==> src/mclx_pkg.sv <==
package mclx_pkg;

   localparam int TEXT_CAPACITY = 32;
   // kept text length, capped so that it fits the 5-bit length fields
   localparam int KEEP_LEN = (TEXT_CAPACITY - 1 > 31) ? 31 : TEXT_CAPACITY - 1;
   localparam int ADDR_W   = $clog2(KEEP_LEN);
   localparam int CNT_W    = $clog2(KEEP_LEN + 1);

   localparam logic [3:0] KIND_INT       = 4'd0;
   localparam logic [3:0] KIND_IDENT     = 4'd1;
   localparam logic [3:0] KIND_NUMBER    = 4'd2;
   localparam logic [3:0] KIND_ASSIGN    = 4'd3;
   localparam logic [3:0] KIND_PLUS      = 4'd4;
   localparam logic [3:0] KIND_MINUS     = 4'd5;
   localparam logic [3:0] KIND_IF        = 4'd6;
   localparam logic [3:0] KIND_EQUAL     = 4'd7;
   localparam logic [3:0] KIND_LBRACE    = 4'd8;
   localparam logic [3:0] KIND_RBRACE    = 4'd9;
   localparam logic [3:0] KIND_LPAREN    = 4'd10;
   localparam logic [3:0] KIND_RPAREN    = 4'd11;
   localparam logic [3:0] KIND_SEMICOLON = 4'd12;
   localparam logic [3:0] KIND_EOF       = 4'd13;

   localparam logic [7:0] CH_EQ     = 8'h3D;
   localparam logic [7:0] CH_PLUS   = 8'h2B;
   localparam logic [7:0] CH_MINUS  = 8'h2D;
   localparam logic [7:0] CH_LBRACE = 8'h7B;
   localparam logic [7:0] CH_RBRACE = 8'h7D;
   localparam logic [7:0] CH_LPAREN = 8'h28;
   localparam logic [7:0] CH_RPAREN = 8'h29;
   localparam logic [7:0] CH_SEMI   = 8'h3B;
   localparam logic [7:0] CH_LOW_A  = 8'h61;
   localparam logic [7:0] CH_LOW_Z  = 8'h7A;
   localparam logic [7:0] CH_UP_A   = 8'h41;
   localparam logic [7:0] CH_UP_Z   = 8'h5A;
   localparam logic [7:0] CH_DIG_0  = 8'h30;
   localparam logic [7:0] CH_DIG_9  = 8'h39;
   localparam logic [7:0] CH_I      = 8'h69;
   localparam logic [7:0] CH_N      = 8'h6E;
   localparam logic [7:0] CH_T      = 8'h74;
   localparam logic [7:0] CH_F      = 8'h66;

   typedef struct packed {
      logic [7:0] char_code;
      logic       end_of_input;
   } req_payload_type;

   typedef struct packed {
      logic [3:0] token_kind;
      logic [7:0] text_char;
      logic [4:0] char_position;
      logic [4:0] text_length;
      logic       token_end;
      logic       run_last;
   } rsp_payload_type;

   typedef enum logic [3:0] {
      MODE_IDLE  = 4'b0001,
      MODE_IDENT = 4'b0010,
      MODE_NUM   = 4'b0100,
      MODE_EQ    = 4'b1000
   } lex_mode_type;

   // work planned for one accepted byte: a stored token, then up to two literal tokens
   typedef struct packed {
      logic              mem_v;
      logic [3:0]        mem_kind;
      logic [CNT_W-1:0]  mem_len;
      logic              lit1_v;
      logic [3:0]        lit1_kind;
      logic              lit1_two;
      logic              lit2_v;
      logic [3:0]        lit2_kind;
      logic              lit2_eof;
      logic [7:0]        lit2_char;
      logic              wr_v;
      logic              wr_defer;
      logic [ADDR_W-1:0] wr_addr;
      logic [7:0]        wr_data;
      lex_mode_type      next_mode;
      logic [CNT_W-1:0]  next_count;
      logic              next_int;
      logic              next_if;
   } plan_type;

endpackage

==> src/mclx_ram.sv <==
module mclx_ram #(
   parameter int WIDTH = 8,
   parameter int DEPTH = 31
) (
   input  logic                     clock,
   input  logic                     wr_en,
   input  logic [$clog2(DEPTH)-1:0] wr_addr,
   input  logic [WIDTH-1:0]         wr_data,
   input  logic                     rd_en,
   input  logic [$clog2(DEPTH)-1:0] rd_addr,
   output logic [WIDTH-1:0]         rd_data
);

   logic [WIDTH-1:0] mem_ff [DEPTH];
   logic [WIDTH-1:0] rd_data_ff;

   always_ff @(posedge clock) begin
      if (wr_en) begin
         mem_ff[wr_addr] <= wr_data;
      end
      if (rd_en) begin
         rd_data_ff <= mem_ff[rd_addr];
      end
   end

   assign rd_data = rd_data_ff;

endmodule

==> src/mclx_plan.sv <==
module mclx_plan import mclx_pkg::*; (
   input  req_payload_type  req_payload,
   input  lex_mode_type     mode,
   input  logic [CNT_W-1:0] count,
   input  logic             int_match,
   input  logic             if_match,
   output plan_type         plan
);

   logic [7:0] c;
   logic       alpha;
   logic       digit;
   logic       punct;
   logic [3:0] punct_kind;
   logic [3:0] ident_kind;
   logic       do_flush;
   logic       do_idle;

   assign c     = req_payload.char_code;
   assign alpha = (c >= CH_LOW_A && c <= CH_LOW_Z) || (c >= CH_UP_A && c <= CH_UP_Z);
   assign digit = (c >= CH_DIG_0 && c <= CH_DIG_9);

   always_comb begin
      punct      = 1'b1;
      punct_kind = KIND_PLUS;
      case (c)
         CH_PLUS:   punct_kind = KIND_PLUS;
         CH_MINUS:  punct_kind = KIND_MINUS;
         CH_LBRACE: punct_kind = KIND_LBRACE;
         CH_RBRACE: punct_kind = KIND_RBRACE;
         CH_LPAREN: punct_kind = KIND_LPAREN;
         CH_RPAREN: punct_kind = KIND_RPAREN;
         CH_SEMI:   punct_kind = KIND_SEMICOLON;
         default:   punct      = 1'b0;
      endcase
   end

   always_comb begin
      if (count == CNT_W'(3) && int_match) begin
         ident_kind = KIND_INT;
      end else if (count == CNT_W'(2) && if_match) begin
         ident_kind = KIND_IF;
      end else begin
         ident_kind = KIND_IDENT;
      end
   end

   always_comb begin
      plan            = '0;
      plan.next_mode  = mode;
      plan.next_count = count;
      plan.next_int   = int_match;
      plan.next_if    = if_match;
      do_flush        = 1'b0;
      do_idle         = 1'b0;

      if (req_payload.end_of_input) begin
         do_flush       = 1'b1;
         plan.lit2_v    = 1'b1;
         plan.lit2_kind = KIND_EOF;
         plan.lit2_eof  = 1'b1;
      end else begin
         case (mode)
            MODE_IDENT, MODE_NUM: begin
               if (digit || (alpha && mode == MODE_IDENT)) begin
                  // extend the token; bytes past the kept length are dropped
                  if (count < CNT_W'(KEEP_LEN)) begin
                     plan.wr_v       = 1'b1;
                     plan.wr_addr    = count[ADDR_W-1:0];
                     plan.wr_data    = c;
                     plan.next_count = count + CNT_W'(1);
                     plan.next_int   = int_match &&
                        ((count == CNT_W'(1) && c == CH_N) || (count == CNT_W'(2) && c == CH_T));
                     plan.next_if    = if_match && count == CNT_W'(1) && c == CH_F;
                  end
               end else begin
                  do_flush = 1'b1;
                  do_idle  = 1'b1;
               end
            end
            MODE_EQ: begin
               if (c == CH_EQ) begin
                  plan.lit1_v     = 1'b1;
                  plan.lit1_kind  = KIND_EQUAL;
                  plan.lit1_two   = 1'b1;
                  plan.next_mode  = MODE_IDLE;
                  plan.next_count = '0;
               end else begin
                  do_flush = 1'b1;
                  do_idle  = 1'b1;
               end
            end
            default: do_idle = 1'b1;
         endcase
      end

      if (do_flush) begin
         case (mode)
            MODE_IDENT: begin
               plan.mem_v    = 1'b1;
               plan.mem_kind = ident_kind;
               plan.mem_len  = count;
            end
            MODE_NUM: begin
               plan.mem_v    = 1'b1;
               plan.mem_kind = KIND_NUMBER;
               plan.mem_len  = count;
            end
            MODE_EQ: begin
               plan.lit1_v    = 1'b1;
               plan.lit1_kind = KIND_ASSIGN;
            end
            default: ;
         endcase
         plan.next_mode  = MODE_IDLE;
         plan.next_count = '0;
      end

      if (do_idle) begin
         if (alpha || digit) begin
            plan.wr_v       = 1'b1;
            plan.wr_addr    = '0;
            plan.wr_data    = c;
            plan.next_mode  = alpha ? MODE_IDENT : MODE_NUM;
            plan.next_count = CNT_W'(1);
            plan.next_int   = (c == CH_I);
            plan.next_if    = (c == CH_I);
         end else if (c == CH_EQ) begin
            plan.next_mode = MODE_EQ;
         end else if (punct) begin
            plan.lit2_v    = 1'b1;
            plan.lit2_kind = punct_kind;
            plan.lit2_char = c;
         end
      end

      // the first byte of a new token must wait until the old text is read out
      plan.wr_defer = plan.mem_v && plan.wr_v;
   end

endmodule

==> src/mclx_seq.sv <==
module mclx_seq import mclx_pkg::*; (
   input  logic              clock,
   input  logic              reset,
   input  logic              start,
   input  plan_type          plan,
   output logic              busy,
   output logic              rd_en,
   output logic [ADDR_W-1:0] rd_addr,
   input  logic [7:0]        rd_data,
   output logic              defer_wr,
   output logic              rsp_valid,
   input  logic              rsp_ready,
   output rsp_payload_type   rsp_payload
);

   typedef enum logic [4:0] {
      ST_IDLE    = 5'b00001,
      ST_MEM_REQ = 5'b00010,
      ST_MEM_OUT = 5'b00100,
      ST_LIT1    = 5'b01000,
      ST_LIT2    = 5'b10000
   } seq_state_type;

   seq_state_type    state_ff, state_in;
   plan_type         plan_ff, plan_in;
   logic [CNT_W-1:0] pos_ff, pos_in;
   logic             rsp_valid_ff, rsp_valid_in;
   rsp_payload_type  rsp_payload_ff, rsp_payload_in;
   logic             load;
   logic             slot_free;
   logic             tok_end;
   seq_state_type    after_mem;
   seq_state_type    after_lit1;

   assign slot_free  = !rsp_valid_ff || rsp_ready;
   assign after_mem  = plan_ff.lit1_v ? ST_LIT1 : (plan_ff.lit2_v ? ST_LIT2 : ST_IDLE);
   assign after_lit1 = plan_ff.lit2_v ? ST_LIT2 : ST_IDLE;

   always_comb begin
      state_in       = state_ff;
      plan_in        = plan_ff;
      pos_in         = pos_ff;
      rsp_payload_in = rsp_payload_ff;
      load           = 1'b0;
      tok_end        = 1'b0;
      rd_en          = 1'b0;
      rd_addr        = pos_ff[ADDR_W-1:0];
      defer_wr       = 1'b0;

      case (state_ff)
         ST_IDLE: begin
            if (start) begin
               plan_in = plan;
               pos_in  = '0;
               if (plan.mem_v) begin
                  state_in = ST_MEM_REQ;
               end else if (plan.lit1_v) begin
                  state_in = ST_LIT1;
               end else begin
                  state_in = ST_LIT2;
               end
            end
         end
         ST_MEM_REQ: begin
            rd_en    = 1'b1;
            state_in = ST_MEM_OUT;
         end
         ST_MEM_OUT: begin
            if (slot_free) begin
               load    = 1'b1;
               tok_end = (pos_ff == plan_ff.mem_len - CNT_W'(1));
               rsp_payload_in.token_kind    = plan_ff.mem_kind;
               rsp_payload_in.text_char     = rd_data;
               rsp_payload_in.char_position = 5'(pos_ff);
               rsp_payload_in.text_length   = 5'(plan_ff.mem_len);
               rsp_payload_in.token_end     = tok_end;
               rsp_payload_in.run_last      = tok_end && !plan_ff.lit1_v && !plan_ff.lit2_v;
               if (tok_end) begin
                  pos_in   = '0;
                  state_in = after_mem;
                  defer_wr = plan_ff.wr_defer;
               end else begin
                  // fetch the next character while this one goes out
                  pos_in  = pos_ff + CNT_W'(1);
                  rd_en   = 1'b1;
                  rd_addr = pos_in[ADDR_W-1:0];
               end
            end
         end
         ST_LIT1: begin
            if (slot_free) begin
               load    = 1'b1;
               tok_end = !plan_ff.lit1_two || pos_ff[0];
               rsp_payload_in.token_kind    = plan_ff.lit1_kind;
               rsp_payload_in.text_char     = CH_EQ;
               rsp_payload_in.char_position = {4'd0, pos_ff[0]};
               rsp_payload_in.text_length   = plan_ff.lit1_two ? 5'd2 : 5'd1;
               rsp_payload_in.token_end     = tok_end;
               rsp_payload_in.run_last      = tok_end && !plan_ff.lit2_v;
               if (tok_end) begin
                  pos_in   = '0;
                  state_in = after_lit1;
               end else begin
                  pos_in = pos_ff + CNT_W'(1);
               end
            end
         end
         ST_LIT2: begin
            if (slot_free) begin
               load = 1'b1;
               rsp_payload_in.token_kind    = plan_ff.lit2_kind;
               rsp_payload_in.text_char     = plan_ff.lit2_eof ? 8'd0 : plan_ff.lit2_char;
               rsp_payload_in.char_position = 5'd0;
               rsp_payload_in.text_length   = plan_ff.lit2_eof ? 5'd0 : 5'd1;
               rsp_payload_in.token_end     = 1'b1;
               rsp_payload_in.run_last      = 1'b1;
               state_in = ST_IDLE;
               defer_wr = plan_ff.wr_defer;
            end
         end
         default: state_in = ST_IDLE;
      endcase
   end

   always_comb begin
      if (load) begin
         rsp_valid_in = 1'b1;
      end else if (rsp_ready) begin
         rsp_valid_in = 1'b0;
      end else begin
         rsp_valid_in = rsp_valid_ff;
      end
   end

   always_ff @(posedge clock) begin
      if (reset) begin
         state_ff     <= ST_IDLE;
         rsp_valid_ff <= 1'b0;
      end else begin
         state_ff     <= state_in;
         rsp_valid_ff <= rsp_valid_in;
      end
      plan_ff        <= plan_in;
      pos_ff         <= pos_in;
      rsp_payload_ff <= rsp_payload_in;
   end

   assign busy        = (state_ff != ST_IDLE);
   assign rsp_valid   = rsp_valid_ff;
   assign rsp_payload = rsp_payload_ff;

endmodule

==> src/mini_c_lexer_unit.sv <==
// Streaming tokenizer for a small C-like language.
// req channel: one source byte per transfer, or an end-of-input mark that
// flushes any pending token and then gives an empty EOF token.
// rsp channel: each finished token as a run of transfers, one per stored
// character, with its kind, position, stored length and end flags.
// Bytes that only extend an identifier or a number are taken one per cycle
// while req_ready is high and give no result. A byte that closes a stored
// token starts a run: the memory read is registered and the output register
// takes it; then one result per cycle while the receiver keeps up. Literal
// tokens ('=', '==', punctuation, EOF) give one result per character.
// req_ready drops while a run is being produced. The rate is set by the
// single read port of the text memory, one character a cycle. A stall on
// rsp holds the output register and the sequencer. Reset clears the mode
// and the stored length and leaves the text memory as it is: no clearing
// pass is needed, since text is read only after written.
module mini_c_lexer_unit import mclx_pkg::*; (
   input  logic            clock,
   input  logic            reset,
   input  logic            req_valid,
   output logic            req_ready,
   input  req_payload_type req_payload,
   output logic            rsp_valid,
   input  logic            rsp_ready,
   output rsp_payload_type rsp_payload
);

   lex_mode_type     mode_ff, mode_in;
   logic [CNT_W-1:0] count_ff, count_in;
   logic             int_ff, int_in;
   logic             if_ff, if_in;
   plan_type         plan;
   logic             accept;
   logic             start;
   logic             busy;
   logic             rd_en;
   logic [ADDR_W-1:0] rd_addr;
   logic [7:0]       rd_data;
   logic             defer_wr;
   logic             wr_en;
   logic [ADDR_W-1:0] wr_addr;
   logic [7:0]       wr_data;
   logic [7:0]       defer_data_ff, defer_data_in;

   assign req_ready = !busy;
   assign accept    = req_valid && req_ready;
   assign start     = accept && (plan.mem_v || plan.lit1_v || plan.lit2_v);

   mclx_plan u_plan (
      .req_payload (req_payload),
      .mode        (mode_ff),
      .count       (count_ff),
      .int_match   (int_ff),
      .if_match    (if_ff),
      .plan        (plan)
   );

   mclx_seq u_seq (
      .clock       (clock),
      .reset       (reset),
      .start       (start),
      .plan        (plan),
      .busy        (busy),
      .rd_en       (rd_en),
      .rd_addr     (rd_addr),
      .rd_data     (rd_data),
      .defer_wr    (defer_wr),
      .rsp_valid   (rsp_valid),
      .rsp_ready   (rsp_ready),
      .rsp_payload (rsp_payload)
   );

   // hold the opening byte of the next token until the old text has gone out
   assign defer_data_in = (accept && plan.wr_defer) ? plan.wr_data : defer_data_ff;

   always_comb begin
      if (defer_wr) begin
         wr_en   = 1'b1;
         wr_addr = '0;
         wr_data = defer_data_ff;
      end else begin
         wr_en   = accept && plan.wr_v && !plan.wr_defer;
         wr_addr = plan.wr_addr;
         wr_data = plan.wr_data;
      end
   end

   mclx_ram #(
      .WIDTH (8),
      .DEPTH (KEEP_LEN)
   ) u_text_ram (
      .clock   (clock),
      .wr_en   (wr_en),
      .wr_addr (wr_addr),
      .wr_data (wr_data),
      .rd_en   (rd_en),
      .rd_addr (rd_addr),
      .rd_data (rd_data)
   );

   always_comb begin
      mode_in  = mode_ff;
      count_in = count_ff;
      int_in   = int_ff;
      if_in    = if_ff;
      if (accept) begin
         mode_in  = plan.next_mode;
         count_in = plan.next_count;
         int_in   = plan.next_int;
         if_in    = plan.next_if;
      end
   end

   always_ff @(posedge clock) begin
      if (reset) begin
         mode_ff  <= MODE_IDLE;
         count_ff <= '0;
         int_ff   <= 1'b0;
         if_ff    <= 1'b0;
      end else begin
         mode_ff  <= mode_in;
         count_ff <= count_in;
         int_ff   <= int_in;
         if_ff    <= if_in;
      end
      defer_data_ff <= defer_data_in;
   end

endmodule

==> config.mk <==
export PLATFORM = sky130hd
export DESIGN_NAME = mini_c_lexer_unit
export DESIGN_NICKNAME = d
export VERILOG_FILES = /design/src/mclx_pkg.sv /design/src/mclx_ram.sv /design/src/mclx_plan.sv /design/src/mclx_seq.sv /design/src/mini_c_lexer_unit.sv
export SDC_FILE = /design/constraint.sdc
export NUM_CORES = 1
export LEC_CHECK = 0
export BUFFER_PORTS_ARGS = -buffer_cell sky130_fd_sc_hd__buf_2
export CELL_PAD_IN_SITES_DETAIL_PLACEMENT = 1
export CELL_PAD_IN_SITES_GLOBAL_PLACEMENT = 1
export CORE_UTILIZATION = 40
export DETAILED_ROUTE_END_ITERATION = 8
export HOLD_SLACK_MARGIN = 0.02
export PLACE_DENSITY = 0.73
export SLEW_MARGIN = 20
export SYNTH_ARGS = -nofsm -noshare
export SYNTH_HDL_FRONTEND = slang
export SYNTH_HIERARCHICAL = 1
export SYNTH_SLANG_ARGS = --single-unit
export TNS_END_PERCENT = 20
==> constraint.sdc <==
create_clock -name clock -period 4.69 [get_ports clock]
set_clock_uncertainty 0.1 [all_clocks]
set_input_delay 0.2345 -clock clock [delete_from_list [all_inputs] [get_ports clock]]
set_output_delay 0.2345 -clock clock [all_outputs]
set_load 0.005 [all_outputs]
After elaboration in Yosys (flattened, before gate mapping)

Memory sizes are Yosys's and may differ from the RTL's. A register that Yosys moved wholly into a read port is not among the register bits.
Cells that the tools add are included.

Bits in registers: 84
Bits in latches: 0
RAM bits: 248
ROM bits: 0
Output and inout port bits: 26
Word-level logic and storage cells: 202
Memories kept: 1

Add/sub/neg operators: 3
$mul: 0
Divide/modulo/power cells: 0
$lt $le $gt $ge: 7
Equal/unequal tests: 31
Shift operators: 0
Muxes and demuxes: 87
Bitwise gates (word level): 3
Reduce and logical (&&, ||, !) cells: 46

Memories:

| name              | words | width | rd ports | clocked after Yosys merged registers in | write ports | RTL line       | source |
|---|---|---|---|---|---|---|---|
| u_text_ram.mem_ff | 31    | 8     | 1        | 1                                       | 1           | mclx_ram.sv:14 | `logic [WIDTH-1:0] mem_ff [DEPTH];` |

Operators with widths:

| cell                                                            | count |
|---|---|
| 2-to-1 mux 24 bit                                               | 5 |
| 2-to-1 mux 5 bit                                                | 24 |
| case mux 24 bit (3 select lines)                                | 1 |
| 2-to-1 mux 13 bit                                               | 4 |
| == test 8 x 6 -> 1 bit (second input constant)                  | 6 |
| == test 8 x 7 -> 1 bit (second input constant)                  | 6 |
| case mux 5 bit (5 select lines)                                 | 1 |
| 2-to-1 mux 1 bit                                                | 24 |
| 2-to-1 mux 6 bit                                                | 4 |
| case mux 4 bit (6 select lines)                                 | 1 |
| 2-to-1 mux 7 bit                                                | 3 |
| logical AND 1 bit                                               | 20 |
| case mux 10 bit (2 select lines)                                | 1 |
| 2-to-1 mux 9 bit                                                | 2 |
| >= comparator 8 x 7 -> 1 bit (second input constant)            | 2 |
| less-or-equal comparator 8 x 7 -> 1 bit (second input constant) | 2 |
| 2-to-1 mux 4 bit                                                | 4 |
| 2-to-1 mux 8 bit                                                | 2 |
| == test 5 x 2 -> 1 bit (second input constant)                  | 3 |
| 2-to-1 mux 15 bit                                               | 1 |
| case mux 5 bit (3 select lines)                                 | 1 |
| adder 5 x 1 -> 5 bit (second input constant)                    | 2 |
| == test 5 x 1 -> 1 bit (second input constant)                  | 2 |
| != test 2 x 1 -> 1 bit (second input constant)                  | 5 |
| 29 further kinds                                                | 51 |

Longest topological paths before layout

Gate-level depths: netlist of the first run.

Depth after elaboration: 16
Gate-level depth with buffers: 15
Depth with buffers taken out: 11

Cells and area by module

The synthesis of the first run kept the hierarchy.

By module, submodules not included:

| module            | times used | cells an instance | area an instance (µm²) | seq. area each (µm²) |
|---|---|---|---|---|
| mclx_ram          | 1          | 561               | 10188.5                | 7687.4 |
| mclx_seq          | 1          | 219               | 2944.1                 | 1891.8 |
| mclx_plan         | 1          | 186               | 1194.9                 | 0.0 |
| mini_c_lexer_unit | 1          | 77                | 939.7                  | 460.4 |

Least setup slack after synthesis of the first run

OpenSTA, ideal clock, no wires.

Path type: input -> register
Start: in req_payload[5] (netlist name)
End: reg u_seq/plan_ff[24] (netlist name), enable pin
Arrival time: 3111 ps
Required time: 4173 ps
Setup slack: 1062 ps
Cell stages on the path: 8
Path through: buf_2 -> or3_1 -> o32a_1 -> a21o_1 -> a21oi_2 -> o31a_1 -> inv_1 -> nor2_1

RTL lines:

| what                 | RTL line                | source |
|---|---|---|
| start, declared      | mini_c_lexer_unit.sv:21 | `input req_payload_type req_payload,` |
| end signal, assigned | mclx_seq.sv:143         | `plan_ff <= plan_in;` |
| end, declared        | mclx_seq.sv:25          | `plan_type plan_ff, plan_in;` |

Worst setup path in the final report of the first run

Start: reg u_seq/plan_ff[46] (netlist name)
End: mem u_text_ram.mem_ff[11][4], enable pin

RTL lines:

| what                            | RTL line                | source |
|---|---|---|
| subtractor 5 x 1 -> 5 bit       | mclx_seq.sv:71          | `tok_end = (pos_ff == plan_ff.mem_len - CNT_W'(1));` |
| == test 5 bit                   | mclx_seq.sv:71          |  |
| 2-to-1 mux 1 bit                | mclx_seq.sv:78          | `if (tok_end) begin` |
| 2-to-1 mux 1 bit                | mclx_seq.sv:69          | `if (slot_free) begin` |
| case mux 1 bit (2 select lines) | mclx_seq.sv:50          | `case (state_ff)` |
| named net defer_wr              | mini_c_lexer_unit.sv:38 | `logic defer_wr;` |
| 2-to-1 mux 5 bit                | mini_c_lexer_unit.sv:76 | `if (defer_wr) begin` |
| named net wr_addr[4]            | mini_c_lexer_unit.sv:40 | `logic [ADDR_W-1:0] wr_addr;` |
| end, declared                   | mclx_ram.sv:14          |  |

The timed path passes the listed nets, and every way through them passes these cells.

==> impl_metrics.py, run 1 <==
metrics = {
    "status": {
        "outcome": "finished, final reports clean",
    },
    "sta": {
        "tightest_slew_ns": 0.8922,
        "rsz0062_at_grt": "no",
        "worst_relative_slew_slack_pct": 40.11,
        "achievable-frequency_ghz": 0.2431,
        "period_share_pct": 87.72,
        "finalWorstPathRequiredPeriod_ns": 4.114,
        "fin_tns_setup_ns": 0,
        "setup-violations-final": 0,
        "finalHoldViolCount": 0,
        "timing_max_transition_violations_final": 0,
    },
    "grt": {
        "track_usage_pct": 20.12,
        "initial_antenna_violation_count": 0,
        "grt_first_pass_wirelength_microns": 58310,
        "grt_pass1_vias": 9482,
        "grt_overflow": 0,
        "grt_start_max_net_pins": 34,
    },
    "route": {
        "number_of_violations_reported_at_the_end_of_detailed_routing_iteration_0": 720,
        "detail_route.first_pass.iterations": 5,
        "wire_per_inst_microns": 23.52,
        "postRouteAntennaNets": 0,
        "drc_errors": 0,
        "via_count": 9146,
        "via_per_inst": 5.618,
        "wl_microns": 38290,
    },
    "logic_synthesis": {
        "syn_inst": 1043,
        "avgSynthCellArea_sq_um": 14.64,
        "netlist-cell-type-count": 96,
        "async_flop_share_pct": 0,
        "top_flip_flop_cell_by_instance_count_after_synthesis": "sky130_fd_sc_hd__edfxtp_1",
        "synth-seq-area-share_pct": 65.76,
        "ys_ff_latch": 340,
        "netlist_area_sq_um": 15270,
        "post_synth_edffs": 323,
        "ys_warn_count": 6,
    },
    "place": {
        "port_buffers": 38,
        "place_inst": 1563,
        "dpl.hpwl_microns": 26060,
        "place.gp.congestion": 0.8697,
    },
    "die": {
        "io-pin-count": 39,
        "placementRows": 71,
        "die_x_microns": 197.4,
        "floorplan.initialDensity_pct": 40.63,
        "core-area_sq_um": 37580,
        "floorplan.die_area_sq_um": 38950,
        "die_height_microns": 197.4,
    },
    "cells_and_area": {
        "final_cell_mix": "sky130_fd_sc_hd__edfxtp_1 (323), sky130_fd_sc_hd__mux2i_1 (77), sky130_fd_sc_hd__nor2_1 (62), sky130_fd_sc_hd__nand2_1 (52), sky130_fd_sc_hd__buf_2 (38)",
        "post_layout_nonfiller_instances": 1628,
        "layout.cells.most_common": "sky130_fd_sc_hd__edfxtp_1",
        "antennaDiodeCount": 0,
        "nFillCells": 3708,
        "area_growth_syn_to_layout_pct": 12.06,
        "post_route_cells_drive_above_1_share_pct": 17.28,
        "layout.nets": 1109,
    },
    "worst_setup_path": {
        "worstPathCellList": "inv_1, ha_1, nor4bb_1, o211a_2, o211ai_2, o21ai_1, and3_1, buf_4, and2b_2, or3b_2, nor2_1",
        "max_stage_delay_ns": 0.69,
        "worstPathBufferInverterCount": 2,
        "crit_path_start_kind": "register",
        "crit_type": "reg2reg",
        "crit_arrival_ns": 4.16,
        "critical_path_peak_fanout": 13,
        "cp_data_required_time_ns": 4.74,
        "worstSetupEndpointType": "register",
        "crit_slowest_cell": "sky130_fd_sc_hd__nor2_1",
        "reg2reg_slack_ns": 0.58,
        "path_delay_family": "simple AND/OR/NAND/NOR gates",
    },
    "clocking": {
        "worstSkewPairLatency_ns": 0.53,
        "hold_buffers": 1,
        "cts_inserted_buffers": 35,
        "cts_max_path_bufs": 3,
        "cts_resized": 0,
        "clock-root-buffer": "sky130_fd_sc_hd__clkbuf_16",
        "postCtsSetupBuffers": 0,
        "clock_sinks": 340,
        "clk_pin_slew_ns": 0.06,
        "h-tree-depth": 2,
        "tritoncts": "done",
    },
    "power": {
        "p_leak_nw": 5.866,
        "pwrdens_nw_per_um2": 516.5,
        "ir_drop_v": 0.0001951,
    },
    "job": {
        "max_cap_viol_count": 0,
    },
    "worst_hold_path": {
        "hold_class": "in2reg",
    },
}
==> final cells by class <==
cell class              count  area [sq um]  area share, %
inverters                  20         75.07         0.4388
multi-input cells         622          4743          27.72
flip-flops and latches    340         10040          58.68
clock inverters            17         173.9          1.017
well taps                 511         639.4          3.737
clock buffers              47         972.2          5.682
repair buffers             71         465.4          2.720
==> sequential cells by signal, indices dropped and copies added (netlist names) <==
name and count:
defer_data_ff 8, count_ff 5, u_seq/rsp_valid 1, u_seq/pos_ff 5, u_text_ram/mem_ff 248, u_seq/rsp_payload 24
u_text_ram/rd_data 8, u_seq/state_ff 5, u_seq/plan_ff 30, if_ff 1, int_ff 1, mode_ff 4
==> cell usage after synthesis (6+ instances only) <==
library cell	instances	area, sq um
sky130_fd_sc_hd__buf_4	13	97.59
sky130_fd_sc_hd__a31oi_1	7	43.79
sky130_fd_sc_hd__xor2_1	8	70.07
sky130_fd_sc_hd__dfxtp_1	17	340.3
sky130_fd_sc_hd__buf_6	11	123.9
sky130_fd_sc_hd__a22oi_1	30	225.2
sky130_fd_sc_hd__nand2_1	52	195.2
sky130_fd_sc_hd__a21boi_1	11	82.58
sky130_fd_sc_hd__nor3_1	8	40.04
sky130_fd_sc_hd__nand3_1	28	140.1
sky130_fd_sc_hd__nand3b_1	14	105.1
sky130_fd_sc_hd__o21ai_0	13	65.06
sky130_fd_sc_hd__a21oi_1	33	165.2
sky130_fd_sc_hd__mux2i_1	77	770.7
sky130_fd_sc_hd__buf_2	13	65.06
sky130_fd_sc_hd__mux2_4	6	90.09
sky130_fd_sc_hd__nor2b_1	15	93.84
sky130_fd_sc_hd__mux2_2	9	101.4
sky130_fd_sc_hd__nand4bb_1	11	123.9
sky130_fd_sc_hd__o21ai_1	15	75.07
sky130_fd_sc_hd__and2_1	27	168.9
sky130_fd_sc_hd__o31ai_1	6	45.04
sky130_fd_sc_hd__ha_1	6	75.07
sky130_fd_sc_hd__edfxtp_1	323	9699
sky130_fd_sc_hd__or3_1	7	43.79
sky130_fd_sc_hd__nand2b_1	22	137.6
sky130_fd_sc_hd__a211oi_1	7	52.55
sky130_fd_sc_hd__nand4_1	9	56.30
sky130_fd_sc_hd__nor2_1	64	240.2
sky130_fd_sc_hd__inv_1	20	75.07
sky130_fd_sc_hd__clkbuf_1	21	78.83
sky130_fd_sc_hd__mux4_2	16	360.4
sky130_fd_sc_hd__xnor2_1	8	70.07
==> worst paths after layout <==
kind,cells past startpoint,start,endpoint
worst max-delay path,11,u_seq/plan_ff[46],u_text_ram/mem_ff[11][4]
worst min-delay path,2,reset,u_seq/state_ff[2]
worst max register to register,11,u_seq/plan_ff[46],u_text_ram/mem_ff[11][4]
worst min register to register,2,if_ff,if_ff
==> power by group <==
| group | total (W) | internal (W) | switching (W) |
|---|---|---|---|
| registers | 0.00364 | 0.00353 | 0.000111 |
| clock network | 0.00278 | 0.00163 | 0.00115 |
| logic | 0.00242 | 0.000939 | 0.00148 |
==> metrics by stage <==
step	utilization, %	setup WS (ns)	hold slack (ns)	total power, W	cell area [sq um]
final	45.53	0.5757	0.07622	0.008837	17110
after global routing	45.53	0.3433	0.08573	0.009191	17110
after CTS	45.53	0.5790	0.05521	0.008901	17110
after detailed placement	42.45	0.6298	0.3920	0.006108	15950
after global placement	42.44	0.7238	0.3792	0.006049	15950
after floorplan	-	1.062	0.2036	0.005466	15280
==> cells by family after synthesis <==
kind of cell | count (synthesis) | share of synthesized area (%)
buffers and inverters | 84 | 3.434
adders and majority gates | 6 | 0.4917
xor gates and xnor gates | 16 | 0.9179
DFF | 340 | 65.76
other | 1 | 0.02456
AOI/OAI and AO/OA | 180 | 8.556
and+or+nand+nor | 304 | 11.66
muxes | 112 | 9.154
==> metal layers <==
layer | GRT usage (%) | vias to the layer above | wire [microns]
met2 | 32.29 | 256 | 18070
met5 | 0 | - | 0
met3 | 3.176 | 72 | 2103
met4 | 7.809 | 0 | 1370
li1 | - | 4130 | -
met1 | 27.46 | 4688 | 16750
No activity file was read; power rests on OpenSTA's default activity.
==> run 2, diff against run 1 <==
--- a/config.mk
+++ b/config.mk
@@ -8,10 +8,11 @@
 export BUFFER_PORTS_ARGS = -buffer_cell sky130_fd_sc_hd__buf_2
 export CELL_PAD_IN_SITES_DETAIL_PLACEMENT = 1
 export CELL_PAD_IN_SITES_GLOBAL_PLACEMENT = 1
-export CORE_UTILIZATION = 40
+export CORE_ASPECT_RATIO = 0.75
+export CORE_UTILIZATION = 25
 export DETAILED_ROUTE_END_ITERATION = 8
 export HOLD_SLACK_MARGIN = 0.02
-export PLACE_DENSITY = 0.73
+export PLACE_DENSITY = 0.54
 export SLEW_MARGIN = 20
 export SYNTH_ARGS = -nofsm -noshare
 export SYNTH_HDL_FRONTEND = slang
==> run 2 against run 1 <==
Compared with the run above: routed wire length increased by 9.1%; non-clock buffer count grew 16; final cell count increased by 19%; register-to-register slack is essentially flat; largest power group unchanged; the flow now finishes with violations (DRC); sequential share of layout area is 1.8 points lower.
==> impl_metrics.py, run 2 (same netlist as run 1, synthesis figures left out) <==
metrics = {
    "status": {
        "outcome": "finished with violations",
        "failed_checks": "DRC",
    },
    "route": {
        "via_count": 9118,
        "via_per_inst": 4.710,
        "number_of_violations_reported_at_the_end_of_detailed_routing_iteration_0": 741,
        "wire_per_inst_microns": 21.57,
        "wl_microns": 41760,
        "drc_errors": 2,
        "postRouteAntennaNets": 0,
        "detail_route.first_pass.iterations": 7,
    },
    "clocking": {
        "cts_resized": 0,
        "h-tree-depth": 2,
        "clock-root-buffer": "sky130_fd_sc_hd__clkbuf_16",
        "clk_pin_slew_ns": 0.06,
        "tritoncts": "done",
        "cts_max_path_bufs": 3,
        "postCtsSetupBuffers": 0,
        "clock_sinks": 340,
        "hold_buffers": 2,
        "cts_inserted_buffers": 37,
        "worstSkewPairLatency_ns": 0.53,
    },
    "cells_and_area": {
        "area_growth_syn_to_layout_pct": 15.56,
        "max_flop_register": "u_text_ram/mem_ff",
        "layout.nets": 1127,
        "final_cell_mix": "sky130_fd_sc_hd__edfxtp_1 (323), sky130_fd_sc_hd__mux2i_1 (77), sky130_fd_sc_hd__nor2_1 (62), sky130_fd_sc_hd__nand2_1 (52), sky130_fd_sc_hd__buf_4 (44)",
        "nFillCells": 6374,
        "max_reg_flops": 248,
        "post_route_cells_drive_above_1_share_pct": 18.22,
        "antennaDiodeCount": 0,
        "layout.cells.most_common": "sky130_fd_sc_hd__edfxtp_1",
    },
    "sta": {
        "achievable-frequency_ghz": 0.2436,
        "tightest_slew_ns": 0.9984,
        "period_share_pct": 87.51,
        "worst_relative_slew_slack_pct": 32.99,
        "finalWorstPathRequiredPeriod_ns": 4.104,
        "final.setup.worst_slack_ns": 0.5856,
        "finalHoldViolCount": 0,
        "fin_tns_setup_ns": 0,
        "timing_max_transition_violations_final": 0,
        "setup-violations-final": 0,
        "rsz0062_at_grt": "no",
    },
    "worst_setup_path": {
        "regToRegEndpoint": "u_text_ram/mem_ff[28][1]",
        "r2r-start": "u_seq/plan_ff[46]",
        "worstSetupEndpointType": "register",
        "crit_arrival_ns": 4.17,
        "r2r.worst_path.cells": 10,
        "crit_type": "reg2reg",
        "crit_path_start_kind": "register",
        "worst_setup_path_endpoint": "u_text_ram/mem_ff[28][1]",
        "crit_start": "u_seq/plan_ff[46]",
        "cp_data_required_time_ns": 4.75,
        "reg2reg_slack_ns": 0.59,
        "critical_path_peak_fanout": 8,
    },
    "die": {
        "floorplan.die_area_sq_um": 62070,
        "placementRows": 78,
        "io-pin-count": 39,
        "die_height_microns": 216.0,
        "core-area_sq_um": 60410,
        "floorplan.initialDensity_pct": 25.27,
        "die_x_microns": 287.4,
    },
    "place": {
        "dp_slack_ns": 0.5923,
        "port_buffers": 38,
        "dpl.hpwl_microns": 28450,
        "place.gp.congestion": 0.7757,
    },
    "job": {
        "max_cap_viol_count": 0,
    },
    "grt": {
        "grt_pass1_vias": 9252,
        "grt_start_max_net_pins": 51,
        "track_usage_pct": 13.43,
        "grt_first_pass_wirelength_microns": 62440,
        "grt_overflow": 0,
        "initial_antenna_violation_count": 1,
    },
    "worst_hold_path": {
        "hold_class": "in2reg",
    },
    "power": {
        "pwrdens_nw_per_um2": 510.0,
        "ir_drop_v": 0.0003132,
        "p_leak_nw": 5.976,
    },
}
## run 2: cell types whose count changed in the layout (fill, tap and decap cells not counted), moves of 2 or more
cell	change
sky130_fd_sc_hd__clkbuf_1	+2
sky130_fd_sc_hd__clkbuf_8	-2
sky130_fd_sc_hd__clkinv_1	+2
sky130_fd_sc_hd__buf_4	+14
sky130_fd_sc_hd__clkbuf_16	+3
## run 2: worst min path at each step
stage              startpoint          endpoint  cells past startpoint
6_report                reset   u_seq/rsp_valid                      2
2_1_floorplan           reset   u_seq/rsp_valid                      1
3_3_place_gp            if_ff             if_ff                      2
4_1_cts        req_payload[6]  defer_data_ff[5]                      2
5_1_grt        req_payload[6]  defer_data_ff[5]                      2
3_5_place_dp            if_ff             if_ff                      2
## run 2: cell type report
cell class / instances / area [sq um] / area share, %
flip-flops and latches: 340 / 10040 / 56.90
multi-input cells: 622 / 4738 / 26.86
inverters: 20 / 75.07 / 0.4255
well taps: 800 / 1001 / 5.673
clock inverters: 17 / 161.4 / 0.9148
clock buffers: 50 / 1027 / 5.822
repair buffers: 87 / 600.6 / 3.404
## run 2: through the flow
stage / std cells / utilization, % / hold slack [ns] / total power [W] / area, sq um
6_report: 1936 / 29.21 / 0.09218 / 0.008998 / 17640
5_1_grt: 1936 / 29.21 / 0.08213 / 0.009374 / 17640
4_1_cts: 1936 / 29.21 / 0.07041 / 0.009085 / 17640
3_5_place_dp: 1867 / 27.20 / 0.3924 / 0.006177 / 16430
3_3_place_gp: 1867 / 27.20 / 0.3923 / 0.006167 / 16430
2_1_floorplan: 1046 / - / 0.2036 / 0.005466 / 15280
## run 2: worst max-delay path, cell delays in order (launching register included)
cell	delay (ns)
sky130_fd_sc_hd__edfxtp_1	0.44
sky130_fd_sc_hd__inv_1	0.09
sky130_fd_sc_hd__ha_1	0.18
sky130_fd_sc_hd__nor4bb_1	0.28
sky130_fd_sc_hd__o211a_2	0.25
sky130_fd_sc_hd__o211ai_2	0.21
sky130_fd_sc_hd__o21ai_1	0.34
sky130_fd_sc_hd__and3_1	0.33
sky130_fd_sc_hd__and2b_2	0.27
sky130_fd_sc_hd__or3b_2	0.61
sky130_fd_sc_hd__nor2_1	0.62
## run 2: power by group
part           total (W)  internal [W]  switching (W)  leakage (nW)
Clock            0.00288       0.00170        0.00118         0.577
Combinational    0.00247      0.000938        0.00153          2.18
Sequential       0.00365       0.00353       0.000116          3.22
## run 2: routing by layer
layer	track usage [%]	up-vias	wire length [microns]
met1	21.43	4725	22080
met3	2.400	39	2055
met2	18.62	194	17110
met5	0	-	0
li1	-	4160	-
met4	2.447	0	517
